### config.mk
export PLATFORM = sky130hd
export DESIGN_NAME = ms_cell
export DESIGN_NICKNAME = d
export VERILOG_FILES = /design/src/rtl/ms_pkg.sv /design/src/rtl/ms_cell.sv
export SDC_FILE = /design/constraint.sdc
export NUM_CORES = 1
export LEC_CHECK = 0
export BUFFER_PORTS_ARGS = -buffer_cell sky130_fd_sc_hd__buf_4
export CAP_MARGIN = 20
export CORE_MARGIN = 10
export CORE_UTILIZATION = 49
export CTS_BUF_LIST = sky130_fd_sc_hd__clkbuf_16
export DETAILED_ROUTE_END_ITERATION = 6
export GPL_ROUTABILITY_DRIVEN = 0
export HOLD_SLACK_MARGIN = 0.1
export PLACE_DENSITY = 0.87
export SYNTH_ARGS = -nofsm -noshare
export SYNTH_HDL_FRONTEND = slang
export SYNTH_SLANG_ARGS = --single-unit
### constraint.sdc
create_clock -name clk -period 8.2 [get_ports clk]
set_input_delay 0.82 -clock clk [delete_from_list [all_inputs] [get_ports clk]]
set_output_delay 0.82 -clock clk [all_outputs]
set_load 0.02 [all_outputs]
### src/rtl/ms_pkg.sv
`default_nettype none

package ms_pkg;

    localparam int MAX_ITEMS_DEF = 64;
    localparam int VALUE_W       = 32;

    typedef logic signed [VALUE_W-1:0] value_t;

    // control broadcast from the sequencer to every cell
    typedef struct packed {
        logic insert;     // place the broadcast value into the ordered row
        logic shift_out;  // move every entry one cell toward the head
    } cell_ctrl_t;

endpackage

`default_nettype wire

### src/rtl/ms_cell.sv
`default_nettype none

module ms_cell
    import ms_pkg::*;
(
    input  wire logic       clk,
    input  wire logic       rst_n,
    input  wire cell_ctrl_t ctrl,
    input  wire value_t     new_value,
    input  wire logic       left_take,
    input  wire logic       left_valid,
    input  wire value_t     left_value,
    input  wire logic       right_valid,
    input  wire value_t     right_value,
    output      logic       take,
    output      logic       valid,
    output      value_t     value
);

    logic   valid_reg;
    logic   valid_next;
    value_t value_reg;
    value_t value_next;

    // an empty cell counts as larger than anything; ties stay ahead of the new value
    assign take = !valid_reg || (value_reg > new_value);

    always_comb
    begin
        valid_next = valid_reg;
        value_next = value_reg;
        if (ctrl.shift_out)
        begin
            valid_next = right_valid;
            value_next = right_value;
        end
        else if (ctrl.insert && take)
        begin
            if (left_take)
            begin
                valid_next = left_valid;
                value_next = left_value;
            end
            else
            begin
                valid_next = 1'b1;
                value_next = new_value;
            end
        end
    end

    always_ff @(posedge clk or negedge rst_n)
    begin
        if (!rst_n)
        begin
            valid_reg <= 1'b0;
        end
        else
        begin
            valid_reg <= valid_next;
        end
    end

    always_ff @(posedge clk)
    begin
        value_reg <= value_next;
    end

    assign valid = valid_reg;
    assign value = value_reg;

endmodule

`default_nettype wire

## After elaboration in Yosys (flattened, before gate mapping)

Cells that the tools add are included.

- Input bits: 103
- Register bits: 33

- Reductions and logical operators: 4
- Order comparisons: 1
- Mux-type cells: 6

Operators by type and width:

| operator | count |
|---|---|
| $mux W32 | 3 |
| $gt A32 B32 Y1 | 1 |
| $mux W1 | 3 |
| $reduce_bool A2 Y1 | 1 |
| $logic_and A1 B1 Y1 | 1 |
| $logic_not A1 Y1 | 1 |
| $logic_or A1 B1 Y1 | 1 |

## Logic depth before layout (Yosys ltp)

Gate-level depths: netlist of run 1.

- Depth in word-level cells: 5
- Mapped depth: 8
- Depth with buffers taken out: 8

## Worst setup path before layout of run 1

No wires, ideal clock.

- Path kind: input-to-reg
- From: input port new_value[31]
- To: register value_reg[0] (netlist: value[0]) (enable)
- Required time: 7.809 ns
- Stages on the path: 7
- Arrival: 2.747 ns
- Path buffers: 0
- Slack: 5.062 ns
- Library setup time: 0.391 ns
- Cells stage by stage: inv_1 > ha_1 > nand4_2 > nor4_1 > o31ai_1 > nand4_1 > a31o_1

- Word-level cells in the longest chain between the ends: 4

Ends and longest elaborated chain:

| element | line | RTL |
|---|---|---|
| from (decl) | ms_cell.sv:9 | `input wire value_t new_value,` |
| $gt A32 B32 Y1 | ms_cell.sv:26 | `assign take = !valid_reg \|\| (value_reg > new_value);` |
| $logic_or A1 B1 Y1 | ms_cell.sv:26 |  |
| $logic_and A1 B1 Y1 | ms_cell.sv:37 | `else if (ctrl.insert && take)` |
| $reduce_bool A2 Y1 (no line) | -- |  |
| to (signal assigned) | ms_cell.sv:66 | `value_reg <= value_next;` |
| to (decl) | ms_cell.sv:22 | `value_t value_reg;` |

Every way passes these cells.
A chain may end at the register's enable or synchronous reset.

## Final worst setup path of run 1

- From: input port new_value[31]
- To: output port take

- Word-level cells in the longest chain between the ends: 2

Ends and longest elaborated chain:

| element | line | RTL |
|---|---|---|
| $gt A32 B32 Y1 | ms_cell.sv:26 |  |
| $logic_or A1 B1 Y1 | ms_cell.sv:26 |  |
| to (decl) | ms_cell.sv:15 | `output logic take,` |

Every way passes these cells.

==> flow_summary.json, run 1 <==
{
  "rows": 26,
  "placed_wire_length_estimate_after_detailed_placement_um": 6489,
  "synth.top_cells.by_area": "sky130_fd_sc_hd__edfxtp_1, sky130_fd_sc_hd__ha_1, sky130_fd_sc_hd__mux2i_1",
  "worst_skew_pair.late_latency_ns": 0.27,
  "dp_slack_ns": 4.652,
  "achievable_frequency_mhz": 291.0,
  "grt_antenna_before_repair": 0,
  "grt_pass1_wl_um": 12720,
  "non_filler_cells_in_the_finished_layout": 468,
  "cts_setup_buffers": 0,
  "route.detailed.wl_per_inst_um": 16.99,
  "powerDensity_nw_per_um2": 157.5,
  "max_slew.worst_pin.slew_ns": 0.6886,
  "crit_required_ns": 7.38,
  "post-route-period-util": 0.4191,
  "initialDrtViolationCount": 121,
  "max_cap_viol_count": 0,
  "timing.rr.start": "value[31]",
  "layout-area-overhead-vs-synth_pct": 47.65,
  "tritoncts_clock_tree": "yes",
  "synth.top_cell.area_share": 0.3804,
  "status": "finished, final reports clean",
  "quantity_of_i_o_buffers_inserted_on_ports": 136,
  "tritoncts.num_buffers": 5,
  "root_buffer": "sky130_fd_sc_hd__clkbuf_16",
  "drive_gt1_frac": 0.3668,
  "setup_viol": 0,
  "worstSetupPathType": "in2out",
  "syn_area_um2": 2526,
  "leakagePower_nw": 1.902,
  "final.setup.tns_ns": 0,
  "die-area_um2": 8427,
  "n_antenna_cell": 0,
  "synth_enable_flop_cells": 32,
  "ys.warnings.count": 0,
  "worstSetupStartpoint": "new_value[31]",
  "relSlewSlack": 0.5410,
  "core_region_area_um2": 5042,
  "yosys_most_used_dff": "sky130_fd_sc_hd__edfxtp_1",
  "postLayoutCellArea_um2": 3730,
  "cts.sinks": 33,
  "floorplan.io_pins": 137,
  "ys_seq_elements": 33,
  "synth_largest_area_cell": "sky130_fd_sc_hd__edfxtp_1",
  "worstSetupEndpointType": "output pin",
  "route.antenna.remaining_nets": 0,
  "setup_ws_ns": 4.763,
  "async_reset_ff_frac": 0.03030,
  "synth_cell_types": 30,
  "postSynthNetCount": 400,
  "final-max-slew-violation-count": 0,
  "hold_path.class": "in2async",
  "hold_viol_final": 0,
  "yosysSeqAreaShare": 0.3903,
  "num-nets-final": 533,
  "clockBufferDepth": 2,
  "grt_setup_unrepaired": "false",
  "totalWireLength_um": 7949,
  "register_clock_pin_slew_on_the_reported_worst_setup_and_hold_paths_ns": 0.05,
  "maximum_number_of_pins_on_one_net_before_global_route_repair": 69,
  "dr.pass1.iters": 5,
  "area_after_dpl_um2": 3597,
  "peak_supply_drop_mv": 0.1141,
  "dpl.cell_count": 461,
  "num_vias": 2461,
  "hold_ws_ns": 0.3125,
  "drt-vias-per-instance": 5.259,
  "die_height_um": 91.80,
  "htree_levels": 2,
  "netlist_instances": 265,
  "period_needed_ns": 3.437,
  "netlist_top_cells_count": "sky130_fd_sc_hd__nand2_1, sky130_fd_sc_hd__o21ai_0",
  "cp_max_fo": 5,
  "clock_skew_ns": 0.007879,
  "postCtsResizedCells": 0,
  "grtUsageTotal": 0.1840,
  "globalRouteOverflowTotal": 0,
  "drc_errors": 0,
  "most_numerous_cell_in_the_yosys_netlist": "sky130_fd_sc_hd__nand2_1",
  "start_util": 0.5010,
  "crit_arrival_ns": 2.62,
  "critPathLaunchType": "primary input",
  "postSynthAreaPerCell_um2": 9.533,
  "cts.hold.buffers_added": 0,
  "largest_register_ff_count": 32,
  "number_of_global_route_vias_before_repair": 2747,
  "die_extent_in_x_um": 91.80
}
[metal layers]
layer,wire length [µm],global-route usage,up-vias
met5,0,0,-
met2,3969,0.3246,104
met4,110,0.05141,0
met1,3087,0.1944,1128
li1,-,-,1221
met3,782,0.08231,8
[worst paths after layout]
| path | to | slack (ns) | cells past startpoint |
|---|---|---|---|
| max in group asynchronous | valid | 7.81 | 1 |
| setup reg to reg | value[13] | 5.22 | 7 |
| setup / recovery | take | 4.76 | 9 |
| hold reg to reg | valid | 0.78 | 4 |
| min in group clk | valid | 0.78 | 4 |
| hold / removal | valid | 0.31 | 1 |
[worst max-delay path, stage by stage]
cell                       delay, ns
sky130_fd_sc_hd__buf_4          0.09
sky130_fd_sc_hd__inv_1          0.04
sky130_fd_sc_hd__ha_1           0.36
sky130_fd_sc_hd__nand4_2        0.19
sky130_fd_sc_hd__nor4_1         0.43
sky130_fd_sc_hd__o31ai_1        0.16
sky130_fd_sc_hd__a31oi_1        0.25
sky130_fd_sc_hd__nand2b_1       0.14
sky130_fd_sc_hd__buf_4          0.14
[placed cells by master, fill, tap and decap left out, drive strengths merged, types with 2 or more instances in the layout]
cell,synthesis,routed
buf,3,137
nand2,38,38
o21ai,35,35
inv,32,33
mux2i,32,32
ha,32,32
edfxtp,32,32
a21oi,16,16
nand4,9,9
clkbuf,8,5
nand3,4,4
a21o,3,3
nor2,2,2
o211ai,2,2
nor4,2,2
nand2b,2,2
nor3,2,2
a211oi,2,2
[cell type report]
class	instances	area (µm²)
Inverter	32	120.1
Sequential cell	33	985.9
Fill cell	359	1313
Tap cell	70	87.58
Clock inverter	2	7.507
Multi-Input combinational cell	189	1375
Clock buffer	5	125.1
Timing Repair Buffer	137	1028
[power by group]
part           internal (mW)  switching, mW  leakage (nW)
clock                  0.108         0.0644        0.0685
sequential             0.210         0.0116         0.341
combinational         0.0928          0.100          1.49
total                  0.411          0.176          1.90
[cells by family after synthesis]
| kind of cell | share of synthesized area |
|---|---|
| and+or+nand+nor | 0.1159 |
| DFF | 0.3903 |
| muxes | 0.1268 |
| buffers and inverters | 0.06538 |
| AOI/OAI and AO/OA | 0.1431 |
| adders and majority gates | 0.1585 |
[stage by stage]
step / utilization / power (mW)
6_report: 0.7397 / 0.5873
5_1_grt: 0.7397 / 0.6207
3_3_place_gp: 0.7134 / 0.4104
3_5_place_dp: 0.7134 / 0.4175
4_1_cts: 0.7397 / 0.5917
2_1_floorplan: - / 0.3237
(Power assumes the default switching activity.)
==> inputs of run 2 (changes only) <==
--- a/config.mk
+++ b/config.mk
@@ -8,12 +8,12 @@
 export BUFFER_PORTS_ARGS = -buffer_cell sky130_fd_sc_hd__buf_4
 export CAP_MARGIN = 20
 export CORE_MARGIN = 10
-export CORE_UTILIZATION = 49
+export CORE_UTILIZATION = 45
 export CTS_BUF_LIST = sky130_fd_sc_hd__clkbuf_16
 export DETAILED_ROUTE_END_ITERATION = 6
 export GPL_ROUTABILITY_DRIVEN = 0
 export HOLD_SLACK_MARGIN = 0.1
-export PLACE_DENSITY = 0.87
+export PLACE_DENSITY = 0.81
 export SYNTH_ARGS = -nofsm -noshare
 export SYNTH_HDL_FRONTEND = slang
 export SYNTH_SLANG_ARGS = --single-unit
==> constraint.sdc (replaced) <==
create_clock -name clk -period 3.5 [get_ports clk]
set_input_delay 0.35 -clock clk [delete_from_list [all_inputs] [get_ports clk]]
set_output_delay 0.35 -clock clk [all_outputs]
set_load 0.02 [all_outputs]
==> flow_summary.json, run 2 (same netlist as run 1, synthesis figures left out) <==
{
  "grt_pass1_wl_um": 12040,
  "route.antenna.remaining_nets": 0,
  "route.detailed.wl_per_inst_um": 16.30,
  "status": "finished, final reports clean",
  "start_util": 0.4616,
  "layout-area-overhead-vs-synth_pct": 48.64,
  "dpl.cell_count": 464,
  "grt_setup_unrepaired": "false",
  "max_cap_viol_count": 0,
  "hp-start": "right_value[7]",
  "regToRegSetupSlack_ns": 0.94,
  "area_after_dpl_um2": 3607,
  "drt-vias-per-instance": 5.140,
  "hold_path.class": "in2reg",
  "rr_endpoint": "value[18]",
  "final_core_utilization": 0.6861,
  "hold_depth": 3,
  "floorplan.io_pins": 137,
  "dr.pass1.iters": 4,
  "rows": 27,
  "die_extent_in_x_um": 94.93,
  "period_needed_ns": 2.765,
  "max_slew.worst_pin.slew_ns": 0.5770,
  "timing.rr.start": "value[31]",
  "register_clock_pin_slew_on_the_reported_worst_setup_and_hold_paths_ns": 0.06,
  "timing.critical_path.cells": "ha_1 -> nand4_2 -> nor4_1 -> o31ai_1 -> a31oi_1 -> nand2b_1 -> buf_4",
  "drive_gt1_frac": 0.3691,
  "num_vias": 2431,
  "post-route-period-util": 0.7899,
  "worstRegToRegCells": 7,
  "grt_antenna_before_repair": 0,
  "n_antenna_cell": 0,
  "worst_skew_pair.late_latency_ns": 0.27,
  "relSlewSlack": 0.6153,
  "clock_skew_ns": 0.007060,
  "final-max-slew-violation-count": 0,
  "quantity_of_i_o_buffers_inserted_on_ports": 136,
  "grt_util_met2": 0.3072,
  "initialDrtViolationCount": 82,
  "slowest_stage_delay_cp_ns": 0.45,
  "final.setup.tns_ns": 0,
  "crit_arrival_ns": 2.41,
  "setup_viol": 0,
  "groute.layer.met3.usage": 0.05472,
  "crit_path_top_delay_cell": "sky130_fd_sc_hd__nor4_1",
  "powerDensity_nw_per_um2": 366.7,
  "core_region_area_um2": 5473,
  "worstSetupPathType": "reg2out",
  "critPathLaunchType": "flip-flop",
  "grt_most_used_layer": "met2",
  "root_buffer": "sky130_fd_sc_hd__clkbuf_16",
  "dp_slack_ns": 0.9055,
  "placed_wire_length_estimate_after_detailed_placement_um": 6333,
  "total_power_mw": 1.377,
  "die_height_um": 94.93,
  "tritoncts.num_buffers": 5,
  "number_of_global_route_vias_before_repair": 2570,
  "globalRouteOverflowTotal": 0,
  "cp_max_fo": 5,
  "hold_viol_final": 0,
  "drc_errors": 0,
  "totalWireLength_um": 7712,
  "setup_ws_ns": 0.7353,
  "top_library_cells_by_usage_in_the_layout_fill_and_taps_aside": "sky130_fd_sc_hd__buf_4, sky130_fd_sc_hd__nand2_1, sky130_fd_sc_hd__o21ai_0",
  "num-nets-final": 535,
  "hold_ws_ns": 0.3519,
  "non_filler_cells_in_the_finished_layout": 473,
  "largest_register_ff_count": 32,
  "htree_levels": 2,
  "grtUsageTotal": 0.1651,
  "crit_required_ns": 3.15,
  "tritoncts_clock_tree": "yes",
  "clockBufferDepth": 2,
  "postLayoutCellArea_um2": 3755,
  "final_common_cell": "sky130_fd_sc_hd__buf_4",
  "hold_path_end": "value[7]",
  "achievable_frequency_mhz": 361.7,
  "maximum_number_of_pins_on_one_net_before_global_route_repair": 69,
  "leakagePower_nw": 1.911,
  "globalRouteMet1Util": 0.1726,
  "peak_supply_drop_mv": 0.2160,
  "cts.sinks": 33,
  "worstSetupEndpointType": "output pin",
  "die-area_um2": 9011
}
-- run 2: worst max path at each step --
stage,start,endpoint,slack (ns)
finish,value[31],take,0.74
floorplan,value[31],value[0],0.67
global placement,new_value[31],value[17],0.94
detailed placement,new_value[31],value[22],0.91
global route,value[31],take,0.59
CTS,value[31],take,0.73
-- run 2: power breakdown --
part	leakage (nW)	switching, mW	internal, mW	total, mW
sequential	0.341	0.0280	0.492	0.520
combinational	1.50	0.227	0.218	0.445
clock	0.0687	0.155	0.257	0.412
-- run 2: repair_timing --
item,CTS,global route
endpoints found under the setup margin,0,0
hold buffers,1,0
hold endpoints to repair,1,0
resized for setup,0,0
buffers inserted,0,0
-- run 2: layout make-up --
cell class / instances / area [µm²]
clock inverters: 3 / 12.51
well taps: 72 / 90.09
flip-flops and latches: 33 / 985.9
multi-input cells: 189 / 1375
repair buffers: 139 / 1046
clock buffers: 5 / 125.1
fillers: 432 / 1718
inverters: 32 / 120.1
-- run 2: worst max-delay path, delay by kind of cell (launching register included) --
family | cells | cell delay, ns
buffers and inverters | 1 | 0.14
adder cells (fa/ha/maj) | 1 | 0.40
AND/OR/NAND/NOR | 3 | 0.78
flip-flops | 1 | 0.40
AO/OA/AOI/OAI | 2 | 0.42
-- run 2: layer usage --
metal	wire (µm)	share of wire
met1	2971	0.39
met2	3999	0.52
met3	678	0.088
met4	62	0.0080
met5	0	0
==> inputs of run 3 (changes only) <==
--- a/config.mk
+++ b/config.mk
@@ -5,15 +5,16 @@
 export SDC_FILE = /design/constraint.sdc
 export NUM_CORES = 1
 export LEC_CHECK = 0
+export ABC_AREA = 1
 export BUFFER_PORTS_ARGS = -buffer_cell sky130_fd_sc_hd__buf_4
 export CAP_MARGIN = 20
 export CORE_MARGIN = 10
-export CORE_UTILIZATION = 45
+export CORE_UTILIZATION = 46
 export CTS_BUF_LIST = sky130_fd_sc_hd__clkbuf_16
 export DETAILED_ROUTE_END_ITERATION = 6
 export GPL_ROUTABILITY_DRIVEN = 0
 export HOLD_SLACK_MARGIN = 0.1
-export PLACE_DENSITY = 0.81
+export PLACE_DENSITY = 0.82
 export SYNTH_ARGS = -nofsm -noshare
 export SYNTH_HDL_FRONTEND = slang
 export SYNTH_SLANG_ARGS = --single-unit
==> constraint.sdc (replaced) <==
create_clock -name clk -period 2.6 [get_ports clk]
set_input_delay 0.26 -clock clk [delete_from_list [all_inputs] [get_ports clk]]
set_output_delay 0.26 -clock clk [all_outputs]
set_load 0.02 [all_outputs]
==> flow_summary.json, run 3 <==
{
  "num-nets-final": 599,
  "dp_slack_ns": 0.3597,
  "synth.top_cells.by_area": "sky130_fd_sc_hd__edfxtp_1, sky130_fd_sc_hd__ha_1, sky130_fd_sc_hd__a21oi_1",
  "drt-vias-per-instance": 5.063,
  "clock_skew_ns": 0.005966,
  "post-route-period-util": 0.8658,
  "clockBufferDepth": 2,
  "powerDensity_nw_per_um2": 496.8,
  "clkPwrFrac": 0.294,
  "worstSetupStartpoint": "value[13]",
  "yosys_most_used_dff": "sky130_fd_sc_hd__edfxtp_1",
  "die-area_um2": 8935,
  "relSlewSlack": 0.6114,
  "htree_levels": 2,
  "die_extent_in_x_um": 94.53,
  "totalWireLength_um": 8408,
  "grt_antenna_before_repair": 0,
  "synth_compound_gate_area_share": 0.1675,
  "worstSetupPathType": "reg2reg",
  "hold_path.class": "in2reg",
  "synth_largest_area_cell": "sky130_fd_sc_hd__edfxtp_1",
  "crit_required_ns": 2.56,
  "cts_setup_buffers": 0,
  "pwr-share-comb": 0.335,
  "share_seq_of_total_power": 0.371,
  "quantity_of_i_o_buffers_inserted_on_ports": 136,
  "swShare": 0.3074,
  "hold_viol_final": 0,
  "max_slew.worst_pin.slew_ns": 0.5820,
  "cts.sinks": 33,
  "tritoncts.num_buffers": 5,
  "layout-area-overhead-vs-synth_pct": 47.60,
  "n_antenna_cell": 0,
  "critPathLaunchType": "flip-flop",
  "number_of_global_route_vias_before_repair": 2763,
  "route.detailed.wl_per_inst_um": 15.66,
  "grtUsageTotal": 0.1805,
  "largest_register_ff_count": 32,
  "final.setup.tns_ns": 0,
  "hp-start": "ctrl[1]",
  "largest_family_of_logic_cells_by_synthesized_area": "simple AND/OR/NAND/NOR gates",
  "period_needed_ns": 2.251,
  "final_core_utilization": 0.6934,
  "peak_supply_drop_mv": 0.3093,
  "post_synth_and_or_nand_nor_area_fraction": 0.2013,
  "non_filler_cells_in_the_finished_layout": 537,
  "core_region_area_um2": 5439,
  "drive_gt1_frac": 0.3441,
  "ys_seq_elements": 33,
  "rows": 27,
  "final-max-slew-violation-count": 0,
  "async_reset_ff_frac": 0.03030,
  "synth_cell_types": 23,
  "maximum_number_of_pins_on_one_net_before_global_route_repair": 36,
  "tritoncts_clock_tree": "yes",
  "most_numerous_cell_in_the_yosys_netlist": "sky130_fd_sc_hd__a21oi_1",
  "initialDrtViolationCount": 129,
  "route.antenna.remaining_nets": 0,
  "synth_mux_area_frac": 0,
  "worst_skew_pair.late_latency_ns": 0.28,
  "setup_ws_ns": 0.3489,
  "timing.rr.start": "value[13]",
  "cp_max_fo": 18,
  "netlist_top_cells_count": "sky130_fd_sc_hd__a21oi_1, sky130_fd_sc_hd__nand2_1, sky130_fd_sc_hd__nor2_1",
  "syn_area_um2": 2555,
  "max_cap_viol_count": 0,
  "net_switching_power_mw": 0.5760,
  "register_clock_pin_slew_on_the_reported_worst_setup_and_hold_paths_ns": 0.05,
  "leakagePower_nw": 1.943,
  "postSynthNetCount": 467,
  "grt_pass1_wl_um": 12960,
  "synth_fa_ha_area_frac": 0.1567,
  "globalRouteOverflowTotal": 0,
  "xor_xnor_share_of_the_synthesized_area": 0,
  "placed_wire_length_estimate_after_detailed_placement_um": 6564,
  "top_library_cells_by_usage_in_the_layout_fill_and_taps_aside": "sky130_fd_sc_hd__buf_4, sky130_fd_sc_hd__a21oi_1, sky130_fd_sc_hd__nand2_1",
  "floorplan.io_pins": 137,
  "postCtsResizedCells": 0,
  "achievable_frequency_mhz": 444.2,
  "dpl.cell_count": 528,
  "cts.hold.buffers_added": 1,
  "netlist_instances": 332,
  "p_int_mw": 1.297,
  "synth.top_cell.area_share": 0.3761,
  "crit_arrival_ns": 2.21,
  "setup_viol": 0,
  "final_common_cell": "sky130_fd_sc_hd__buf_4",
  "root_buffer": "sky130_fd_sc_hd__clkbuf_16",
  "worstSetupEndpointType": "flip-flop",
  "die_height_um": 94.53,
  "postSynthAreaPerCell_um2": 7.696,
  "dr.pass1.iters": 4,
  "ys.warnings.count": 0,
  "num_vias": 2719,
  "yosysSeqAreaShare": 0.3859,
  "start_util": 0.4697,
  "drc_errors": 0,
  "status": "finished, final reports clean",
  "synth_enable_flop_cells": 32,
  "grt_setup_unrepaired": "false"
}
## run 3: final cells by class
class	count	area (µm²)
Sequential cell	33	985.9
Inverter	43	168.9
Tap cell	72	90.09
Clock buffer	5	125.1
Fill cell	462	1668
Timing Repair Buffer	139	1046
Multi-Input combinational cell	242	1343
Clock inverter	3	12.51
## run 3: per-stage QoR
| step | power [mW] | instance area (µm²) | hold slack, ns |
|---|---|---|---|
| 2_1_floorplan | 1.039 | 2555 | -0.03559 |
| 3_3_place_gp | 1.313 | 3623 | 0.03611 |
| 3_5_place_dp | 1.332 | 3623 | 0.03601 |
| 4_1_cts | 1.889 | 3771 | 0.2781 |
| 5_1_grt | 1.981 | 3771 | 0.3012 |
| 6_report | 1.873 | 3771 | 0.2894 |
## run 3: cell families (layout without fill, tap and decap cells)
| logic type | Yosys count | after routing |
|---|---|---|
| buffers and inverters | 57 | 190 |
| flip-flops | 33 | 33 |
| AND/OR/NAND/NOR | 126 | 126 |
| AO/OA/AOI/OAI | 84 | 84 |
| adder cells (fa/ha/maj) | 32 | 32 |
## run 3: power by group through the flow
stage / registers (mW) / logic, mW / clock network (mW)
5_1_grt: 0.702 / 0.698 / 0.581
3_5_place_dp: 0.706 / 0.626 / 0
3_3_place_gp: 0.702 / 0.612 / 0
2_1_floorplan: 0.777 / 0.262 / 0
6_report: 0.695 / 0.627 / 0.551
4_1_cts: 0.696 / 0.631 / 0.562
## run 3: per-layer routing
| layer | track usage | vias to the layer above | wire (µm) |
|---|---|---|---|
| met5 | 0 | - | 0 |
| met1 | 0.1991 | 1233 | 3085 |
| met3 | 0.04917 | 13 | 626 |
| met4 | 0.06733 | 0 | 178 |
| met2 | 0.3232 | 106 | 4517 |
| li1 | - | 1367 | - |
## run 3: worst max-delay path, stage by stage, from the launching register on
cell	delay [ns]
sky130_fd_sc_hd__edfxtp_1	0.40
sky130_fd_sc_hd__ha_1	0.33
sky130_fd_sc_hd__a21oi_1	0.16
sky130_fd_sc_hd__o21ai_0	0.09
sky130_fd_sc_hd__a21oi_1	0.18
sky130_fd_sc_hd__nand2_1	0.08
sky130_fd_sc_hd__nand2_1	0.07
sky130_fd_sc_hd__nand2_1	0.06
sky130_fd_sc_hd__nand2_1	0.07
sky130_fd_sc_hd__nand3_2	0.06
sky130_fd_sc_hd__nand2_2	0.07
sky130_fd_sc_hd__nand2_2	0.06
sky130_fd_sc_hd__nand2_2	0.06
sky130_fd_sc_hd__buf_4	0.26
## run 3: worst paths after layout
| path | end | slack [ns] | depth (start not counted) |
|---|---|---|---|
| hold reg to reg | valid | 0.58 | 2 |
| setup reg to reg | value[6] | 0.35 | 13 |
| setup / recovery | value[6] | 0.35 | 13 |
| hold / removal | valid | 0.29 | 4 |
| max in group asynchronous | valid | 2.20 | 2 |
| min in group asynchronous | valid | 0.32 | 2 |
